**src/hw/rtl/sha256_pkg.sv**
```systemverilog
// Package with the SHA-256 constants, round functions and sequencer state type.
package sha256_pkg;

    typedef enum logic [2:0] {
        ST_IDLE,
        ST_ROUND,
        ST_FOLD,
        ST_PAD,
        ST_EMIT
    } t_state;

    localparam int unsigned BLOCK_BYTES = 64;
    localparam int unsigned NUM_ROUNDS  = 64;
    localparam int unsigned LEN_BITS    = 61;
    localparam logic [7:0]  PAD_MARK    = 8'h80;
    localparam logic [5:0]  LEN_OFFSET  = 6'd56;

    localparam logic [31:0] K_TAB [NUM_ROUNDS] = '{
        32'h428a2f98, 32'h71374491, 32'hb5c0fbcf, 32'he9b5dba5,
        32'h3956c25b, 32'h59f111f1, 32'h923f82a4, 32'hab1c5ed5,
        32'hd807aa98, 32'h12835b01, 32'h243185be, 32'h550c7dc3,
        32'h72be5d74, 32'h80deb1fe, 32'h9bdc06a7, 32'hc19bf174,
        32'he49b69c1, 32'hefbe4786, 32'h0fc19dc6, 32'h240ca1cc,
        32'h2de92c6f, 32'h4a7484aa, 32'h5cb0a9dc, 32'h76f988da,
        32'h983e5152, 32'ha831c66d, 32'hb00327c8, 32'hbf597fc7,
        32'hc6e00bf3, 32'hd5a79147, 32'h06ca6351, 32'h14292967,
        32'h27b70a85, 32'h2e1b2138, 32'h4d2c6dfc, 32'h53380d13,
        32'h650a7354, 32'h766a0abb, 32'h81c2c92e, 32'h92722c85,
        32'ha2bfe8a1, 32'ha81a664b, 32'hc24b8b70, 32'hc76c51a3,
        32'hd192e819, 32'hd6990624, 32'hf40e3585, 32'h106aa070,
        32'h19a4c116, 32'h1e376c08, 32'h2748774c, 32'h34b0bcb5,
        32'h391c0cb3, 32'h4ed8aa4a, 32'h5b9cca4f, 32'h682e6ff3,
        32'h748f82ee, 32'h78a5636f, 32'h84c87814, 32'h8cc70208,
        32'h90befffa, 32'ha4506ceb, 32'hbef9a3f7, 32'hc67178f2
    };

    localparam logic [31:0] IV_TAB [8] = '{
        32'h6a09e667, 32'hbb67ae85, 32'h3c6ef372, 32'ha54ff53a,
        32'h510e527f, 32'h9b05688c, 32'h1f83d9ab, 32'h5be0cd19
    };

    function automatic logic [31:0] big_sigma0(input logic [31:0] x);
        return {x[1:0], x[31:2]} ^ {x[12:0], x[31:13]} ^ {x[21:0], x[31:22]};
    endfunction

    function automatic logic [31:0] big_sigma1(input logic [31:0] x);
        return {x[5:0], x[31:6]} ^ {x[10:0], x[31:11]} ^ {x[24:0], x[31:25]};
    endfunction

    function automatic logic [31:0] small_sigma0(input logic [31:0] x);
        return {x[6:0], x[31:7]} ^ {x[17:0], x[31:18]} ^ {3'b000, x[31:3]};
    endfunction

    function automatic logic [31:0] small_sigma1(input logic [31:0] x);
        return {x[16:0], x[31:17]} ^ {x[18:0], x[31:19]} ^ {10'd0, x[31:10]};
    endfunction

endpackage

```
**src/hw/rtl/sha256_byte_stream_hasher.sv**
```systemverilog
// SHA-256 hasher that takes one message byte per word and returns the digest as eight words.
// Input words are taken one per cycle while the sequencer is idle. The byte that fills a
// 64-byte block is taken, then 64 rounds run through the single round unit, and then the
// working variables are folded into the chain. At end of message the padding bytes are
// placed one per cycle (9 to 72 of them), with one or two more compressions, and then
// the eight digest words go out at one per cycle while not stalled. Input stall is high
// whenever the sequencer is not idle.
module sha256_byte_stream_hasher (
    input  logic        i_clk,
    input  logic        i_rst_n,
    input  logic        i_valid,
    output logic        o_stall,
    input  logic [7:0]  i_data_byte,
    input  logic        i_byte_present,
    input  logic        i_end_of_message,
    output logic        o_valid,
    input  logic        i_stall,
    output logic [31:0] o_digest_word,
    output logic        o_last_word
);
    import sha256_pkg::*;

    t_state r_state, n_state;

    logic [31:0] r_chain [8];
    logic [31:0] n_chain [8];
    logic [31:0] r_v [8];
    logic [31:0] n_v [8];
    logic [31:0] r_w [16];
    logic [31:0] n_w [16];

    logic [5:0]          r_fill, n_fill;
    logic [LEN_BITS-1:0] r_len, n_len;
    logic [5:0]          r_round, n_round;
    logic [2:0]          r_idx, n_idx;
    logic                r_finish, n_finish;
    logic                r_mark, n_mark;
    logic                r_in_len, n_in_len;

    logic        in_acc;
    logic        out_acc;
    logic        place;
    logic        block_full;
    logic        pad_len_now;
    logic [63:0] len_bits;
    logic [63:0] len_shift;
    logic [7:0]  pad_byte;
    logic [7:0]  place_byte;
    logic [31:0] t1;
    logic [31:0] t2;
    logic [31:0] w_new;

    assign o_stall       = (r_state != ST_IDLE);
    assign o_valid       = (r_state == ST_EMIT);
    assign o_digest_word = r_chain[r_idx];
    assign o_last_word   = (r_idx == 3'd7);

    assign in_acc  = i_valid && !o_stall;
    assign out_acc = o_valid && !i_stall;

    assign len_bits    = {r_len, 3'b000};
    assign len_shift   = len_bits << {r_fill[2:0], 3'b000};
    assign pad_len_now = r_mark && (r_in_len || (r_fill == LEN_OFFSET));
    assign pad_byte    = !r_mark ? PAD_MARK : (pad_len_now ? len_shift[63:56] : 8'h00);

    assign place      = (in_acc && i_byte_present) || (r_state == ST_PAD);
    assign place_byte = (r_state == ST_PAD) ? pad_byte : i_data_byte;
    assign block_full = place && (r_fill == 6'(BLOCK_BYTES - 1));

    assign t1 = r_v[7] + big_sigma1(r_v[4]) + ((r_v[4] & r_v[5]) ^ (~r_v[4] & r_v[6]))
              + K_TAB[r_round] + r_w[0];
    assign t2 = big_sigma0(r_v[0]) + ((r_v[0] & r_v[1]) ^ (r_v[0] & r_v[2]) ^ (r_v[1] & r_v[2]));
    assign w_new = r_w[0] + small_sigma0(r_w[1]) + r_w[9] + small_sigma1(r_w[14]);

    always_comb begin
        n_state = r_state;
        case (r_state)
            ST_IDLE: begin
                if (in_acc) begin
                    if (block_full) begin
                        n_state = ST_ROUND;
                    end else if (i_end_of_message) begin
                        n_state = ST_PAD;
                    end
                end
            end
            ST_ROUND: begin
                if (r_round == 6'(NUM_ROUNDS - 1)) begin
                    n_state = ST_FOLD;
                end
            end
            ST_FOLD: begin
                if (r_finish) begin
                    n_state = r_in_len ? ST_EMIT : ST_PAD;
                end else begin
                    n_state = ST_IDLE;
                end
            end
            ST_PAD: begin
                if (block_full) begin
                    n_state = ST_ROUND;
                end
            end
            ST_EMIT: begin
                if (out_acc && (r_idx == 3'd7)) begin
                    n_state = ST_IDLE;
                end
            end
            default: n_state = ST_IDLE;
        endcase
    end

    always_comb begin
        n_chain  = r_chain;
        n_v      = r_v;
        n_w      = r_w;
        n_fill   = r_fill;
        n_len    = r_len;
        n_round  = r_round;
        n_idx    = r_idx;
        n_finish = r_finish;
        n_mark   = r_mark;
        n_in_len = r_in_len;

        if (place) begin
            for (int j = 0; j < 15; j++) begin
                n_w[j] = {r_w[j][23:0], r_w[j+1][31:24]};
            end
            n_w[15] = {r_w[15][23:0], place_byte};
            n_fill  = r_fill + 6'd1;
        end
        if (in_acc) begin
            n_finish = i_end_of_message;
            if (i_byte_present) begin
                n_len = r_len + LEN_BITS'(1);
            end
        end
        if (r_state == ST_PAD) begin
            if (!r_mark) begin
                n_mark = 1'b1;
            end else if (pad_len_now) begin
                n_in_len = 1'b1;
            end
        end
        if (block_full) begin
            n_v     = r_chain;
            n_round = 6'd0;
        end

        case (r_state)
            ST_ROUND: begin
                n_v[7] = r_v[6];
                n_v[6] = r_v[5];
                n_v[5] = r_v[4];
                n_v[4] = r_v[3] + t1;
                n_v[3] = r_v[2];
                n_v[2] = r_v[1];
                n_v[1] = r_v[0];
                n_v[0] = t1 + t2;
                for (int j = 0; j < 15; j++) begin
                    n_w[j] = r_w[j+1];
                end
                n_w[15] = w_new;
                n_round = r_round + 6'd1;
            end
            ST_FOLD: begin
                for (int j = 0; j < 8; j++) begin
                    n_chain[j] = r_chain[j] + r_v[j];
                end
            end
            ST_EMIT: begin
                if (out_acc) begin
                    n_idx = r_idx + 3'd1;
                    if (r_idx == 3'd7) begin
                        n_chain  = IV_TAB;
                        n_len    = '0;
                        n_fill   = '0;
                        n_finish = 1'b0;
                        n_mark   = 1'b0;
                        n_in_len = 1'b0;
                    end
                end
            end
            default: begin
            end
        endcase
    end

    always_ff @(posedge i_clk) begin
        if (!i_rst_n) begin
            r_state  <= ST_IDLE;
            r_chain  <= IV_TAB;
            r_fill   <= '0;
            r_len    <= '0;
            r_round  <= '0;
            r_idx    <= '0;
            r_finish <= 1'b0;
            r_mark   <= 1'b0;
            r_in_len <= 1'b0;
        end else begin
            r_state  <= n_state;
            r_chain  <= n_chain;
            r_fill   <= n_fill;
            r_len    <= n_len;
            r_round  <= n_round;
            r_idx    <= n_idx;
            r_finish <= n_finish;
            r_mark   <= n_mark;
            r_in_len <= n_in_len;
        end
    end

    always_ff @(posedge i_clk) begin
        r_v <= n_v;
        r_w <= n_w;
    end

endmodule
```
**config.mk**
```make
export PLATFORM = sky130hd
export DESIGN_NAME = sha256_byte_stream_hasher
export DESIGN_NICKNAME = d
export VERILOG_FILES = /design/src/hw/rtl/sha256_pkg.sv /design/src/hw/rtl/sha256_byte_stream_hasher.sv
export SDC_FILE = /design/constraint.sdc
export NUM_CORES = 2
export LEC_CHECK = 0
export BUFFER_PORTS_ARGS = -buffer_cell sky130_fd_sc_hd__buf_2
export CAP_MARGIN = 5
export CORE_MARGIN = 1
export CORE_UTILIZATION = 60
export DETAILED_ROUTE_END_ITERATION = 8
export PLACE_DENSITY = 0.76
export SLEW_MARGIN = 15
export SYNTH_ARGS = -nofsm -noshare
export SYNTH_HDL_FRONTEND = slang
export SYNTH_SLANG_ARGS = --single-unit
export TNS_END_PERCENT = 30
```
**constraint.sdc**
```tcl
create_clock -name i_clk -period 32.1 [get_ports i_clk]
set_input_delay 9.63 -clock i_clk [delete_from_list [all_inputs] [get_ports i_clk]]
set_output_delay 9.63 -clock i_clk [all_outputs]
set_load 0.05 [all_outputs]
```
# After elaboration in Yosys (flattened, before gate mapping)

Memories as Yosys holds them, arrays and structs flattened.
Index checks and enable logic that the tools add are counted.

Add/subtract/negate cells: 22
Order comparisons: 2
Shift-type cells: 1
Bitwise logic cells: 19
Multiplexer cells: 49
Reductions and logical operators: 18
Equal/unequal tests: 15

Operators with widths:

| cell                                                                  | count |
|---|---|
| 256-bit two-way mux                                                   | 4 |
| 512-bit two-way mux                                                   | 2 |
| 32-bit adder                                                          | 18 |
| 256-bit one-hot mux with 2 select lines                               | 1 |
| 61-bit two-way mux                                                    | 5 |
| 32-bit bitwise XOR                                                    | 9 |
| 32-bit bitwise AND                                                    | 5 |
| 32-bit two-way mux                                                    | 4 |
| 32-bit binary-select mux with 3-bit select                            | 1 |
| 64-bit by 6-bit << shifter with 64-bit output                         | 1 |
| 61-bit by 1-bit adder with 61-bit output, second input constant       | 1 |
| 6-bit two-way mux                                                     | 6 |
| 32-bit NOT                                                            | 1 |
| 32-bit by 22-bit bitwise XOR with 32-bit output                       | 1 |
| 32-bit by 29-bit bitwise XOR with 32-bit output                       | 1 |
| 3-bit two-way mux                                                     | 8 |
| 8-bit two-way mux                                                     | 3 |
| 6-bit equality test, second input constant                            | 3 |
| 3-bit one-hot mux with 5 select lines                                 | 1 |
| 1-bit two-way mux                                                     | 14 |
| 6-bit by 1-bit adder with 6-bit output, second input constant         | 2 |
| 7-bit >= comparator, second input constant                            | 1 |
| 6-bit NOT with 7-bit output                                           | 1 |
| 3-bit by 2-bit equality test with 1-bit output, second input constant | 2 |
| other kinds (17)                                                      | 31 |

Memories kept: 1
Word-level logic and storage cells: 167
Memory bits (read-only): 2,048
Output and inout bits: 35
Register bits: 1,106

Memory list:

| name             | depth | bits a word | read ports | clocked after Yosys merged registers in | wr ports | RTL line                        | text |
|---|---|---|---|---|---|---|---|
| (name not given) | 64    | 32          | 1          | 0                                       | 0        | sha256_byte_stream_hasher.sv:71 | `+ K_TAB[r_round] + r_w[0];` |

# Longest topological paths before layout

Depth in word-level cells: 9
Mapped depth: 39

# Least setup slack after synthesis

OpenSTA, ideal clock, no wires.

Path type: in2reg
Start point: in i_valid
End point: reg r_w[0] in the netlist's numbering (enable)
Stages: 2
Arrival: 18.058 ns
Setup slack: 10.347 ns
Path buffers: 0
Cell sequence: nand3_1 > nand2_1

Cells in the longest elaborated chain, start to end: 4

RTL lines:

| what                                | RTL line                         | text |
|---|---|---|
| from (decl)                         | sha256_byte_stream_hasher.sv:11  | `input logic i_valid,` |
| 1-bit logical AND                   | sha256_byte_stream_hasher.sv:58  | `assign in_acc = i_valid && !o_stall;` |
| 1-bit logical AND                   | sha256_byte_stream_hasher.sv:66  | `assign place = (in_acc && i_byte_present) \|\| (r_state == ST_PAD);` |
| 1-bit logical OR                    | sha256_byte_stream_hasher.sv:66  |  |
| 2-bit nonzero test (no source line) | -                                |  |
| to (signal assigned)                | sha256_byte_stream_hasher.sv:215 | `r_w <= n_w;` |
| to (decl)                           | sha256_byte_stream_hasher.sv:29  | `logic [31:0] r_w [16];` |

No other way between the ends.
A chain may end at the register's enable or synchronous reset.

# Worst setup path after layout

Start point: reg r_idx[0]
End point: out o_digest_word[7]

Cells in the longest elaborated chain, start to end: 4

RTL lines:

| what                                                  | RTL line                         | text |
|---|---|---|
| from (decl)                                           | sha256_byte_stream_hasher.sv:35  | `logic [2:0] r_idx, n_idx;` |
| from (signal assigned)                                | sha256_byte_stream_hasher.sv:206 | `r_idx <= n_idx;` |
| 3-bit NOT with 4-bit output (not written as such)     | sha256_byte_stream_hasher.sv:55  | `assign o_digest_word = r_chain[r_idx];` |
| 32-bit binary-select mux with 3-bit select            | sha256_byte_stream_hasher.sv:55  |  |
| 32-bit two-way mux (not written as such) (2 in a row) | sha256_byte_stream_hasher.sv:55  |  |
| to (decl)                                             | sha256_byte_stream_hasher.sv:18  | `output logic [31:0] o_digest_word,` |

No other way between the ends. The select of a mux whose other input is x is not followed.

==> run summary <==
## Route
- **number of antenna-violating nets in the routed design** 0
- **total routed wirelength** 228600 microns
- **drc violations** 6
- **post-detailed-route via-to-cell ratio** 6.243
- **DR pass1 iterations** 8
- **number of vias after detailed routing** 62516
- **First DRT Iteration DRCs** 8517
- **Avg WL per Cell** 22.82 microns

## Clocking
- **total clock sinks** 1106
- **Clock Latency Late Sink** 780 ps
- **Num CTS Buffers** 121
- **Gates resized, CTS repair** 0
- **clock tree root driver cell** sky130_fd_sc_hd__clkbuf_16
- **post-CTS setup buffer count** 0
- **clock transition time at the flip-flop clock pins of the worst setup and hold paths** 60 ps
- **number of buffers inserted for hold repair after clock tree synthesis** 0
- **Max clock buf depth** 3
- **TritonCTS clock tree** yes
- **CTS H-tree depth** 3

## Cells and area
- **Non-Filler Instances** 10014
- **footprint of the multi-input gates** 41880 sq um
- **area grow syn2layout** 6.934%
- **Fillers** 10049
- **share of final-layout standard cells stronger than drive strength 1** 0.06128
- **sequential standard cell area** 29840 sq um
- **count of nets after finishing** 8879

## Floorplan
- **die height** 356.3 microns
- **io pins** 49
- **Die Outline Area** 126900 sq um
- **Core Region** 124100 sq um
- **die outline width** 356.3 microns
- **initial standard-cell utilization of the core** 0.6067
- **count of standard-cell rows** 129

## Timing
- **pin slew with the least headroom to its limit** 1227 ps
- **Slew headroom** 0.1764
- **final setup TNS** 0 ps
- **max-slew violation total from the final report** 0
- **number of hold violations in the final report** 0
- **max frequency** 75.67 MHz
- **worst clock skew** 53.78 ps
- **unrepaired setup endpoints after global routing** false
- **final worst path period share** 0.4117
- **Final Critical Period** 13210 ps
- **final setup violating endpoints** 0

## Synthesis
- **cells taking the most area after synthesis** sky130_fd_sc_hd__edfxtp_1 31%, sky130_fd_sc_hd__nand2_1 12%, sky130_fd_sc_hd__dfxtp_1 9.0%, sky130_fd_sc_hd__ha_1 6.7%, sky130_fd_sc_hd__fa_1 5.2%
- **synth cell count leaders** 2369 x sky130_fd_sc_hd__nand2_1, 768 x sky130_fd_sc_hd__edfxtp_1, 510 x sky130_fd_sc_hd__o21ai_0
- **synthesized area** 75300 sq um
- **synthesized instance count** 8502
- **post-synthesis net count** 9115
- **most used standard cell by instance count after synthesis** sky130_fd_sc_hd__nand2_1
- **synthesized flop and latch total** 1106
- **fraction of registers with async set or reset after synthesis** 0
- **EDFF count, synth** 768
- **Synth Flop Type** sky130_fd_sc_hd__edfxtp_1
- **Distinct cells, synth** 93
- **top cell type's share of synthesized area** 0.3063
- **post-synthesis average cell area** 8.857 sq um
- **sequential-to-total area share from yosys stat** 0.3961
- **post-synth top area cell** sky130_fd_sc_hd__edfxtp_1
- **yosys warns** 0

## Worst setup path
- **arrival time of the worst setup path** 3580 ps
- **cell type of the slowest stage on the worst timing path** sky130_fd_sc_hd__buf_4
- **cell count of the worst reg-to-reg path** 37
- **delay-heaviest family, CP** multiplexers
- **WP buf/inv** 2
- **r2r endpoint** r_v[250]
- **CP max stage delay** 790 ps
- **required arrival time at the worst endpoint** 22470 ps
- **largest fanout on the critical path** 42
- **critical path class** reg -> out
- **setup slack on the worst flop-to-flop path** 21690 ps
- **cell-by-cell listing of the critical path** buf_4 > mux4_2 > mux2_2 > buf_2
- **element type at the critical path end** primary output
- **nature of the critical path startpoint** flip-flop
- **critical register-to-register path startpoint** r_round[0]

## Global routing
- **number of global-route vias before repair** 57892
- **first-pass GRT wire length** 345400 microns
- **total routing usage reported by global routing** 0.3554
- **initial antenna violation count** 6
- **grt ovf** 0
- **largest net degree at the start of global routing** 222

## Status
- **violations in the final reports** design-rule violations
- **result of the run** finished, violations left

## Placement
- **DPL Wire Length** 166500 microns
- **number of placed instances, taps included** 9780
- **port buffer count** 48
- **GPL Wtd Cong** 1.009

## Hold path
- **launch point of the worst hold path** r_finish
- **hold depth** 2
- **type of the worst min-delay path** reg -> reg
- **hold worst-path end** r_finish

## Job
- **number of maximum-capacitance constraint violations** 0

[routing by layer]
layer / vias up / share of wire / track usage
li1: 28684 / - / -
met1: 30065 / 0.41 / 0.5155
met2: 3321 / 0.42 / 0.5108
met3: 446 / 0.13 / 0.09289
met4: 0 / 0.037 / 0.1291
met5: - / 0 / 0
[worst reg2reg max path: cells and delay by family, from the launching register on]
family | cells | cell delay, ps
XOR/XNOR | 2 | 730
flip-flops | 1 | 310
multiplexers | 1 | 260
adder cells (fa/ha/maj) | 6 | 2540
AO/OA/AOI/OAI | 16 | 4200
buffers and inverters | 7 | 1210
AND/OR/NAND/NOR | 5 | 960
[through the flow]
step                      instance area, sq um  setup WS (ps)    util  hold WS [ps]
after floorplan                          75300          10350       -         450.2
after global placement                   76410          18240  0.6156         469.6
after detailed placement                 76410          18170  0.6156         481.7
after CTS                                80510          18850  0.6486         490.5
after global routing                     80510          18670  0.6487         510.0
final                                    80520          18890  0.6487         487.0
[worst max-delay path by stage]
stage,from,end,cells after the start
finish,r_idx[0],o_digest_word[7],4
global route,i_valid,r_w[346],6
CTS,r_idx[0],o_digest_word[6],4
detailed placement,i_valid,r_w[322],6
global placement,i_valid,r_w[322],6
floorplan,i_valid,r_w[0],2
[cell families (layout without fill, tap and decap cells)]
logic type,count (synthesis),in the layout,synth area share
buf+inv,969,839,0.04852
flops,1106,1106,0.3961
xor+xnor,622,622,0.07235
compound gates,1725,1725,0.1424
fa+ha+maj,602,602,0.1194
mux,171,171,0.03780
simple gates,3307,3307,0.1834
other cells,0,5,0
[layout by cell type (no fill, tap or decap), types with 88 or more instances in the layout]
cell,Yosys,final
sky130_fd_sc_hd__nor3_1,88,88
sky130_fd_sc_hd__dfxtp_1,338,331
sky130_fd_sc_hd__fa_1,195,195
sky130_fd_sc_hd__a21o_1,215,215
sky130_fd_sc_hd__nand3_1,114,114
sky130_fd_sc_hd__a21oi_1,430,430
sky130_fd_sc_hd__edfxtp_1,768,768
sky130_fd_sc_hd__xnor2_1,336,336
sky130_fd_sc_hd__o21ai_0,510,510
sky130_fd_sc_hd__ha_1,404,404
sky130_fd_sc_hd__xor2_1,286,286
sky130_fd_sc_hd__inv_1,493,493
sky130_fd_sc_hd__nor2b_1,99,98
sky130_fd_sc_hd__clkbuf_16,0,124
sky130_fd_sc_hd__nor2_1,339,338
sky130_fd_sc_hd__nand2_1,2369,2362
[cell type report]
class,instances,area share
antenna,5,0.0001554
sequential,1106,0.3706
tap,1637,0.02544
clock buffer,166,0.04199
clock inverter,63,0.008935
inverter,495,0.02307
multi-input combinational,6427,0.5202
timing repair buffer,115,0.009618
[flip-flops by register name, summed over array words and instances (netlist names)]
signal and flops:
r_chain 256, r_fill 6, r_finish 1, r_idx 3
r_in_len 1, r_len 61, r_mark 1, r_round 6
r_state 3, r_v 256, r_w 512
Power is not shown: default switching activity piles up to over one toggle a cycle in this logic, so the estimate is an artifact.
